### src/ppms_pkg.sv
// ============================================================================
// Piecewise polynomial morph shaper package
// Item kinds and fixed-point constants shared by the shaper and its checker.
// ============================================================================
`default_nettype none

package ppms_pkg;

    // Kind of an input item, carried on the slave tuser.
    typedef enum logic [1:0] {
        MODE_BP_WRITE   = 2'd0,
        MODE_COEF_WRITE = 2'd1,
        MODE_SHAPE      = 2'd2,
        MODE_NONE       = 2'd3
    } mode_t;

    // Field widths fixed by the item format.
    localparam int SAMPLE_W = 16;
    localparam int INDEX_W  = 6;
    localparam int WEIGHT_W = 17;
    localparam int PIECE_W  = 4;

    // Full morph weight (1.0 in Q1.16) and 1.0 in Q2.14.
    localparam logic [WEIGHT_W-1:0] WEIGHT_ONE   = 17'h10000;
    localparam logic signed [16:0]  IDENTITY_ONE = 17'sd16384;

    // Saturation bounds of a Q1.15 result.
    localparam logic signed [15:0] SAT_MAX = 16'sh7fff;
    localparam logic signed [15:0] SAT_MIN = 16'sh8000;

endpackage

`default_nettype wire

### src/piecewise_poly_morph_shaper.sv
// ============================================================================
// Piecewise polynomial morph shaper
// Picks a piece by breakpoint scan, blends its coefficients toward the target
// by the morph weight and evaluates the polynomial by Horner's rule.
// ============================================================================
// A sample scans the breakpoint memory one entry per cycle, then the Horner loop
// blends and accumulates the coefficients from the top power down, and the
// result register is loaded once it is free of a stalled result. No new item,
// table writes included, is taken until the result is loaded. Reset clears control
// state and the morph weight; the table memories must be written before use.
`default_nettype none

module piecewise_poly_morph_shaper #(
    parameter int PIECES = 10,
    parameter int DEGREE = 5
) (
    input  logic        clk,
    input  logic        rst_n,
    // Morph weight register write.
    input  logic        cfg_wr_en,
    input  logic [16:0] cfg_wr_data,
    // Input items.
    input  logic        s_axis_tvalid,
    output logic        s_axis_tready,
    input  logic [39:0] s_axis_tdata,   // table_index[5:0], table_value[21:6],
                                        // sample[37:22], zeros[39:38]
    input  logic [1:0]  s_axis_tuser,   // mode[1:0]
    // Result items.
    output logic        m_axis_tvalid,
    input  logic        m_axis_tready,
    output logic [23:0] m_axis_tdata,   // shaped_sample[15:0], piece_used[19:16],
                                        // zeros[23:20]
    output logic [0:0]  m_axis_tuser    // clipped[0]
);

    // Table geometry and datapath widths.
    localparam int BP_CNT   = PIECES - 1;
    localparam int COEF_CNT = PIECES * (DEGREE + 1);
    localparam int BA_W     = (BP_CNT > 1) ? $clog2(BP_CNT) : 1;
    localparam int CA_W     = $clog2(COEF_CNT);
    localparam int PC_W     = $clog2(PIECES);
    localparam int PW_W     = $clog2(DEGREE + 2);
    localparam int ACC_W    = 34 + $clog2(DEGREE + 1);
    localparam int MUL_W    = ACC_W + ppms_pkg::SAMPLE_W;

    localparam logic signed [MUL_W-1:0] RND_MUL = MUL_W'(1) <<< 14;
    localparam logic signed [ACC_W-1:0] RND_ACC = ACC_W'(1) <<< 14;
    localparam logic signed [34:0]      RND_BL  = 35'sd32768;

    typedef enum logic [3:0] {
        S_IDLE = 4'b0001,
        S_SCAN = 4'b0010,
        S_POLY = 4'b0100,
        S_DONE = 4'b1000
    } state_t;

    // Input field unpacking.
    ppms_pkg::mode_t             in_mode;
    logic [ppms_pkg::INDEX_W-1:0] in_index;
    logic signed [15:0]          in_value;
    logic signed [15:0]          in_sample;

    assign in_mode   = ppms_pkg::mode_t'(s_axis_tuser);
    assign in_index  = s_axis_tdata[5:0];
    assign in_value  = s_axis_tdata[21:6];
    assign in_sample = s_axis_tdata[37:22];

    state_t state_reg, state_next;

    logic [ppms_pkg::WEIGHT_W-1:0] weight_reg;
    logic signed [15:0]            x_reg;

    // Breakpoint scan state.
    logic [15:0]     bp_mem [BP_CNT];
    logic signed [15:0] bp_q_reg;
    logic [BA_W-1:0] cmp_idx_reg, cmp_idx_next;
    logic [CA_W-1:0] base_reg, base_next;
    logic [PC_W-1:0] piece_reg, piece_next;

    // Coefficient fetch and blend pipeline.
    logic [15:0]     cf_mem [COEF_CNT];
    logic signed [15:0] ct_q_reg;
    logic [CA_W-1:0] rd_addr_reg, rd_addr_next;
    logic [PW_W-1:0] iss_left_reg, iss_left_next;
    logic            iss_phase_reg, iss_phase_next;
    logic            ct_vld_reg, ct_one_reg;
    logic signed [34:0] prod_reg;
    logic            pr_vld_reg, pr_one_reg;
    logic signed [15:0] coef_reg;
    logic            cf_vld_reg;

    // Horner loop state.
    logic [PW_W-1:0]        cf_left_reg, cf_left_next;
    logic                   acc_first_reg, acc_first_next;
    logic                   mul_go_reg, mul_go_next;
    logic signed [MUL_W-1:0] mul_reg;
    logic signed [ACC_W-1:0] acc_reg;

    // Output register.
    logic               out_valid_reg, out_valid_next;
    logic signed [15:0] out_sample_reg;
    logic [PC_W-1:0]    out_piece_reg;
    logic               out_clip_reg;

    // Handshake and control decode.
    logic in_fire, sample_fire, out_fire, out_load;
    logic bp_we, cf_we, bp_re, cf_re;
    logic bp_hit, bp_last;
    logic [BA_W-1:0] bp_raddr;

    assign s_axis_tready = (state_reg == S_IDLE);
    assign in_fire       = s_axis_tvalid && s_axis_tready;
    assign sample_fire   = in_fire && (in_mode == ppms_pkg::MODE_SHAPE);
    assign bp_we         = in_fire && (in_mode == ppms_pkg::MODE_BP_WRITE)
                           && (32'(in_index) < 32'(BP_CNT));
    assign cf_we         = in_fire && (in_mode == ppms_pkg::MODE_COEF_WRITE)
                           && (32'(in_index) < 32'(COEF_CNT));
    assign out_fire      = m_axis_tvalid && m_axis_tready;
    assign out_load      = (state_reg == S_DONE) && (!out_valid_reg || m_axis_tready);

    // First-match test of the breakpoint held in the read register.
    assign bp_hit  = x_reg < bp_q_reg;
    assign bp_last = (cmp_idx_reg == BA_W'(BP_CNT - 1));
    assign bp_re   = sample_fire || ((state_reg == S_SCAN) && !bp_hit && !bp_last);
    assign bp_raddr = sample_fire ? '0 : cmp_idx_reg + BA_W'(1);

    // Coefficients are fetched from the top power down, only while the issue phase bit is clear.
    assign cf_re = (state_reg == S_POLY) && (iss_left_reg != '0) && !iss_phase_reg;

    // Blend datapath: c = id + rnd((t - id) * w / 2^16).
    logic signed [16:0] blend_diff;
    logic signed [17:0] weight_s;
    logic signed [34:0] blend_prod;
    logic signed [34:0] blend_rnd;
    logic signed [16:0] blend_coef;

    assign blend_diff = {ct_q_reg[15], ct_q_reg}
                        - (ct_one_reg ? ppms_pkg::IDENTITY_ONE : 17'sd0);
    assign weight_s   = $signed({1'b0, weight_reg});
    assign blend_prod = blend_diff * weight_s;
    assign blend_rnd  = (prod_reg + RND_BL) >>> 16;
    assign blend_coef = blend_rnd[16:0]
                        + (pr_one_reg ? ppms_pkg::IDENTITY_ONE : 17'sd0);

    // Horner step: acc = rnd(acc * x / 2^15) + c * 2^16, folded into one sum.
    logic signed [MUL_W-1:0] coef_wide;
    logic signed [MUL_W-1:0] horner_sum;
    logic signed [MUL_W-1:0] horner_shr;
    logic signed [ACC_W-1:0] acc_init;
    logic signed [MUL_W-1:0] mul_next;

    assign coef_wide  = MUL_W'(coef_reg);
    assign horner_sum = mul_reg + (coef_wide <<< 31) + RND_MUL;
    assign horner_shr = horner_sum >>> 15;
    assign acc_init   = ACC_W'(coef_reg) <<< 16;
    assign mul_next   = acc_reg * x_reg;

    // Final rounding and saturation to Q1.15.
    logic signed [ACC_W-1:0] y_wide;
    logic                    y_hi, y_lo;

    assign y_wide = (acc_reg + RND_ACC) >>> 15;
    assign y_hi   = y_wide > ACC_W'(ppms_pkg::SAT_MAX);
    assign y_lo   = y_wide < ACC_W'(ppms_pkg::SAT_MIN);

    // Sequencer and loop counters.
    always_comb
    begin
        state_next     = state_reg;
        cmp_idx_next   = cmp_idx_reg;
        base_next      = base_reg;
        piece_next     = piece_reg;
        rd_addr_next   = rd_addr_reg;
        iss_left_next  = iss_left_reg;
        iss_phase_next = iss_phase_reg;
        cf_left_next   = cf_left_reg;
        acc_first_next = acc_first_reg;
        mul_go_next    = cf_vld_reg && (cf_left_reg != PW_W'(1));
        out_valid_next = out_valid_reg;

        if (out_fire)
        begin
            out_valid_next = 1'b0;
        end
        if (out_load)
        begin
            out_valid_next = 1'b1;
        end

        case (state_reg)
            S_IDLE:
            begin
                if (sample_fire)
                begin
                    cmp_idx_next = '0;
                    base_next    = '0;
                    state_next   = S_SCAN;
                end
            end
            S_SCAN:
            begin
                if (bp_hit || bp_last)
                begin
                    piece_next     = bp_hit ? PC_W'(cmp_idx_reg) : PC_W'(PIECES - 1);
                    rd_addr_next   = bp_hit ? base_reg + CA_W'(DEGREE)
                                            : CA_W'(COEF_CNT - 1);
                    iss_left_next  = PW_W'(DEGREE + 1);
                    iss_phase_next = 1'b0;
                    cf_left_next   = PW_W'(DEGREE + 1);
                    acc_first_next = 1'b1;
                    state_next     = S_POLY;
                end
                else
                begin
                    cmp_idx_next = cmp_idx_reg + BA_W'(1);
                    base_next    = base_reg + CA_W'(DEGREE + 1);
                end
            end
            S_POLY:
            begin
                iss_phase_next = !iss_phase_reg;
                if (cf_re)
                begin
                    rd_addr_next  = rd_addr_reg - CA_W'(1);
                    iss_left_next = iss_left_reg - PW_W'(1);
                end
                if (cf_vld_reg)
                begin
                    cf_left_next   = cf_left_reg - PW_W'(1);
                    acc_first_next = 1'b0;
                    if (cf_left_reg == PW_W'(1))
                    begin
                        state_next = S_DONE;
                    end
                end
            end
            S_DONE:
            begin
                if (out_load)
                begin
                    state_next = S_IDLE;
                end
            end
            default:
            begin
                state_next = S_IDLE;
            end
        endcase
    end

    // Control registers.
    always_ff @(posedge clk or negedge rst_n)
    begin
        if (!rst_n)
        begin
            state_reg     <= S_IDLE;
            weight_reg    <= '0;
            cmp_idx_reg   <= '0;
            base_reg      <= '0;
            piece_reg     <= '0;
            rd_addr_reg   <= '0;
            iss_left_reg  <= '0;
            iss_phase_reg <= 1'b0;
            ct_vld_reg    <= 1'b0;
            pr_vld_reg    <= 1'b0;
            cf_vld_reg    <= 1'b0;
            cf_left_reg   <= '0;
            acc_first_reg <= 1'b0;
            mul_go_reg    <= 1'b0;
            out_valid_reg <= 1'b0;
        end
        else
        begin
            state_reg     <= state_next;
            cmp_idx_reg   <= cmp_idx_next;
            base_reg      <= base_next;
            piece_reg     <= piece_next;
            rd_addr_reg   <= rd_addr_next;
            iss_left_reg  <= iss_left_next;
            iss_phase_reg <= iss_phase_next;
            ct_vld_reg    <= cf_re;
            pr_vld_reg    <= ct_vld_reg;
            cf_vld_reg    <= pr_vld_reg;
            cf_left_reg   <= cf_left_next;
            acc_first_reg <= acc_first_next;
            mul_go_reg    <= mul_go_next;
            out_valid_reg <= out_valid_next;
            // The stored weight is already saturated to 1.0.
            if (cfg_wr_en)
            begin
                weight_reg <= (cfg_wr_data > ppms_pkg::WEIGHT_ONE)
                              ? ppms_pkg::WEIGHT_ONE : cfg_wr_data;
            end
        end
    end

    // Breakpoint memory: one write port, one registered read port.
    always_ff @(posedge clk)
    begin
        if (bp_we)
        begin
            bp_mem[BA_W'(in_index)] <= in_value;
        end
        if (bp_re)
        begin
            bp_q_reg <= bp_mem[bp_raddr];
        end
    end

    // Coefficient memory: one write port, one registered read port.
    always_ff @(posedge clk)
    begin
        if (cf_we)
        begin
            cf_mem[CA_W'(in_index)] <= in_value;
        end
        if (cf_re)
        begin
            ct_q_reg   <= cf_mem[rd_addr_reg];
            ct_one_reg <= (iss_left_reg == PW_W'(2));
        end
    end

    // Sample capture, blend and Horner datapath registers.
    always_ff @(posedge clk)
    begin
        if (sample_fire)
        begin
            x_reg <= in_sample;
        end
        if (ct_vld_reg)
        begin
            prod_reg   <= blend_prod;
            pr_one_reg <= ct_one_reg;
        end
        if (pr_vld_reg)
        begin
            coef_reg <= blend_coef[15:0];
        end
        if (cf_vld_reg)
        begin
            acc_reg <= acc_first_reg ? acc_init : horner_shr[ACC_W-1:0];
        end
        if (mul_go_reg)
        begin
            mul_reg <= mul_next;
        end
        if (out_load)
        begin
            out_sample_reg <= y_hi ? ppms_pkg::SAT_MAX
                            : (y_lo ? ppms_pkg::SAT_MIN : y_wide[15:0]);
            out_clip_reg   <= y_hi || y_lo;
            out_piece_reg  <= piece_reg;
        end
    end

    // Result port.
    assign m_axis_tvalid = out_valid_reg;
    assign m_axis_tdata  = {4'b0000, ppms_pkg::PIECE_W'(out_piece_reg), out_sample_reg};
    assign m_axis_tuser  = out_clip_reg;

endmodule

`default_nettype wire

### config.mk
export PLATFORM = sky130hd
export DESIGN_NAME = piecewise_poly_morph_shaper
export DESIGN_NICKNAME = d
export VERILOG_FILES = /design/src/ppms_pkg.sv /design/src/piecewise_poly_morph_shaper.sv
export SDC_FILE = /design/constraint.sdc
export NUM_CORES = 2
export LEC_CHECK = 0
export ABC_CLOCK_PERIOD_IN_PS = 7400
export BUFFER_PORTS_ARGS = -buffer_cell sky130_fd_sc_hd__buf_2
export CAP_MARGIN = 10
export CORE_UTILIZATION = 58
export DETAILED_ROUTE_END_ITERATION = 8
export PLACE_DENSITY = 0.73
export SETUP_SLACK_MARGIN = 0.05
export SYNTH_ARGS = -nofsm -noshare
export SYNTH_HDL_FRONTEND = slang
export SYNTH_SLANG_ARGS = --single-unit
export TNS_END_PERCENT = 30
### constraint.sdc
create_clock -name clk -period 7.4 [get_ports clk]
set_input_delay 0.74 -clock clk [delete_from_list [all_inputs] [get_ports clk]]
set_output_delay 0.74 -clock clk [all_outputs]
set_load 0.01 [all_outputs]
==> impl_metrics.ini <==
[pwr]
powerDensity_nw_per_um2 = 267
power.total_mw = 24.1
ir_worst_vdd_v = 0.000264
p_leak_nw = 35.9

[setup_path]
r2r-start = x_reg[12]
max_stage_delay_ns = 0.96
r2r_slack_ns = 0.28
critPathSlowestCell = edfxtp_1
timing_worst_setup_path_type = flip-flop to flip-flop
worstPathRequired_ns = 7.90
critPathCaptureType = flip-flop
cp.arrival_ns = 7.62
r2r_end = mul_reg[51]
crit_path_start = x_reg[12]
cp_common_cell = fa_1
cpLargestDelayFamily = adder cells
path_cells = buf_4 -> nand2_1 -> fa_1 -> inv_1 -> fa_1 -> fa_1 -> fa_1 -> fa_1 -> inv_1 -> fa_1 -> inv_1 -> ha_1 -> and3_1 -> nand2_1 -> or4_1 -> o21ai_2 -> o221a_2 -> a21oi_1 -> xnor2_1
path_buf_inv = 4
cp_max_fo = 18
critical_path.startpoint_type = flip-flop
endpoint = mul_reg[51]
worstSetupPathDepth = 19
r2r_cells = 19

[timing]
skew_ns = 0.0403
finalMaxSlewViolations = 0
min_period_ns = 7.12
setup_violations = 0
max_freq_ghz = 0.140
fin_tns_setup_ns = 0
worst_pin_slew_ns = 1.21
hold_viol = 0
fin_crit_sh = 0.962
rsz0062_at_grt = no
slew_headroom = 0.195

[drt]
wl_met3_um = 16400
dr.pass1.iters = 8
detail_route.wl_per_cell_um = 23.4
drc = 0
avgViaCountPerCell = 5.98
routed_wl_um = 197000
route.met2.wl_um = 97200
drtAntennaViolNets = 0
vias = 50522
wl_met1_um = 75600
drt_iter0_markers = 4519
routed.top_layer = met5

[clocking]
cts_buffers = 140
cts_num_sinks = 1336
hold_buffers = 0
cts_setup_buffers = 0
root_buffer = clkbuf_16
cts_buffer_depth = 3
htree_levels = 4
clock_latency_ns = 0.80
cts_tree = built
cts_resized = 0
clkTransAtPathRegs_ns = 0.07

[finish]
mostFrequentLayoutCells = edfxtp_1, inv_1, fa_1
fill_cells = 10317
layout_commonest_cell = edfxtp_1
nNetsFinal = 7579
area_growth_pct = 9.30
largest_register_ffs = 960
drive_gt1_frac = 0.104

[global_routing]
grt_max_degree = 79
grtUsageTotal = 0.286
grt_pass1_vias = 53628
overflow = 0
grt_pass1_wl_um = 307000
antenna_found_initial = 9

[place]
hpwlAfterDp_um = 129000
gp_congestion = 0.912
io_buffers = 84

[logic_synthesis]
netlist_area_um2 = 82400
synth_edf_count = 1283
yosys_warnings = 0
synth_seq_area_share = 0.484
synthMuxAreaShare = 0.0678
netlist_instances = 6401
async_reset_ff_frac = 0.0397
synth_xor_area_frac = 0.0156
synth_top_family_by_area = adder cells
synth_compound_area_frac = 0.0511
synthAdderAreaFrac = 0.229
synth.avg_cell_area_um2 = 12.9
ys.flop_type = edfxtp_1
yosys.area_share.simple = 0.0926
yosysUniqueCellTypes = 93
ys_ff_latch = 1336

[floorplanning]
boundaryPins = 91
row_count = 137
fp.coreArea_um2 = 140000
start_util = 0.588
die_h_um = 379
die_w_um = 379
die_area_um2 = 144000

[hold_path]
hold_class = input port to asynchronous set/reset pin

[run]
maxCapViolCount = 0

[run_status]
status = finished, final reports clean
-- cells by family (layout without fill, tap and decap cells) --
group,Yosys count,count (layout)
buf+inv,1290,1457
flops,1336,1336
other cells,1,6
mux,355,355
simple gates,1592,1592
xor+xnor,147,147
fa+ha+maj,1047,1047
compound gates,633,633
-- metrics by stage --
| stage | setup slack [ns] | hold WS, ns | utilization | instance area (µm²) | std cells |
|---|---|---|---|---|---|
| 2_1_floorplan | 1.05 | 0.425 | - | 82400 | 6404 |
| 3_3_place_gp | 0.382 | 0.482 | 0.609 | 85400 | 8198 |
| 3_5_place_dp | 0.344 | 0.488 | 0.609 | 85400 | 8198 |
| 4_1_cts | 0.292 | 0.0938 | 0.642 | 90000 | 8443 |
| 5_1_grt | 0.0906 | 0.104 | 0.642 | 90000 | 8448 |
| 6_report | 0.281 | 0.132 | 0.642 | 90000 | 8449 |
-- synthesized netlist by cell type (all sizes together), types with 12 or more instances --
library cell,number,area share
edfxtp,1283,0.47
inv,958,0.044
fa,772,0.19
nand2,696,0.032
and2,350,0.027
ha,275,0.042
clkbuf,254,0.012
nor2,202,0.0092
mux2i,190,0.023
mux4,162,0.044
a21oi,159,0.0097
o21ai,133,0.0082
nand3,91,0.0056
xnor2,87,0.0092
o221ai,84,0.0089
buf,77,0.0045
nor3,69,0.0043
xor2,60,0.0064
dfrtp,52,0.016
o22ai,44,0.0033
a21o,41,0.0037
o211ai,39,0.0036
or3,37,0.0028
nand2b,34,0.0026
nand4,27,0.0022
a31oi,26,0.0022
a211oi,20,0.0018
nor2b,17,0.0013
nor4,17,0.0015
and3,14,0.0011
o31ai,12,0.0014
-- layout make-up --
class	instances	area, µm²	share of cell area
Clock inverter	72	923	0.0103
Tap cell	1876	2350	0.0261
Sequential cell	1336	39900	0.443
Inverter	959	3600	0.0400
Timing Repair Buffer	253	1840	0.0204
Antenna cell	2	5.00	0.0000556
Multi-Input combinational cell	3778	37800	0.419
Clock buffer	173	3690	0.0410
-- where the power goes --
| part | switching [mW] | leakage [nW] | internal (mW) | total, mW |
|---|---|---|---|---|
| clock network | 3.04 | 2.22 | 4.01 | 7.05 |
| logic | 4.88 | 21.4 | 3.37 | 8.26 |
| registers | 0.101 | 12.2 | 8.67 | 8.77 |
| total | 8.02 | 35.9 | 16.1 | 24.1 |
-- per-layer routing --
metal	vias to the layer above	GRT usage
met2	2256	0.477
met5	-	0
li1	21882	-
met4	12	0.114
met1	25887	0.372
met3	485	0.0507
-- worst register-to-register path, delay by kind of cell (launching register included) --
family / cells / cell delay (ns)
fa+ha+maj: 7 / 3.40
xor+xnor: 1 / 0.12
flops: 1 / 0.96
buf+inv: 4 / 0.58
compound gates: 3 / 0.66
simple gates: 4 / 1.13
-- how the worst min path moves through the flow --
stage	start	endpoint	slack, ns	depth (start not counted)
finish	rst_n	weight_reg[0]	0.13	2
detailed placement	iss_phase_reg	iss_phase_reg	0.49	1
CTS	s_axis_tdata[34]	x_reg[12]	0.09	1
global route	s_axis_tdata[34]	x_reg[12]	0.10	1
global placement	iss_phase_reg	iss_phase_reg	0.48	1
floorplan	piece_reg[1]	out_piece_reg[1]	0.43	0
Power figures use the tool's default switching activity.
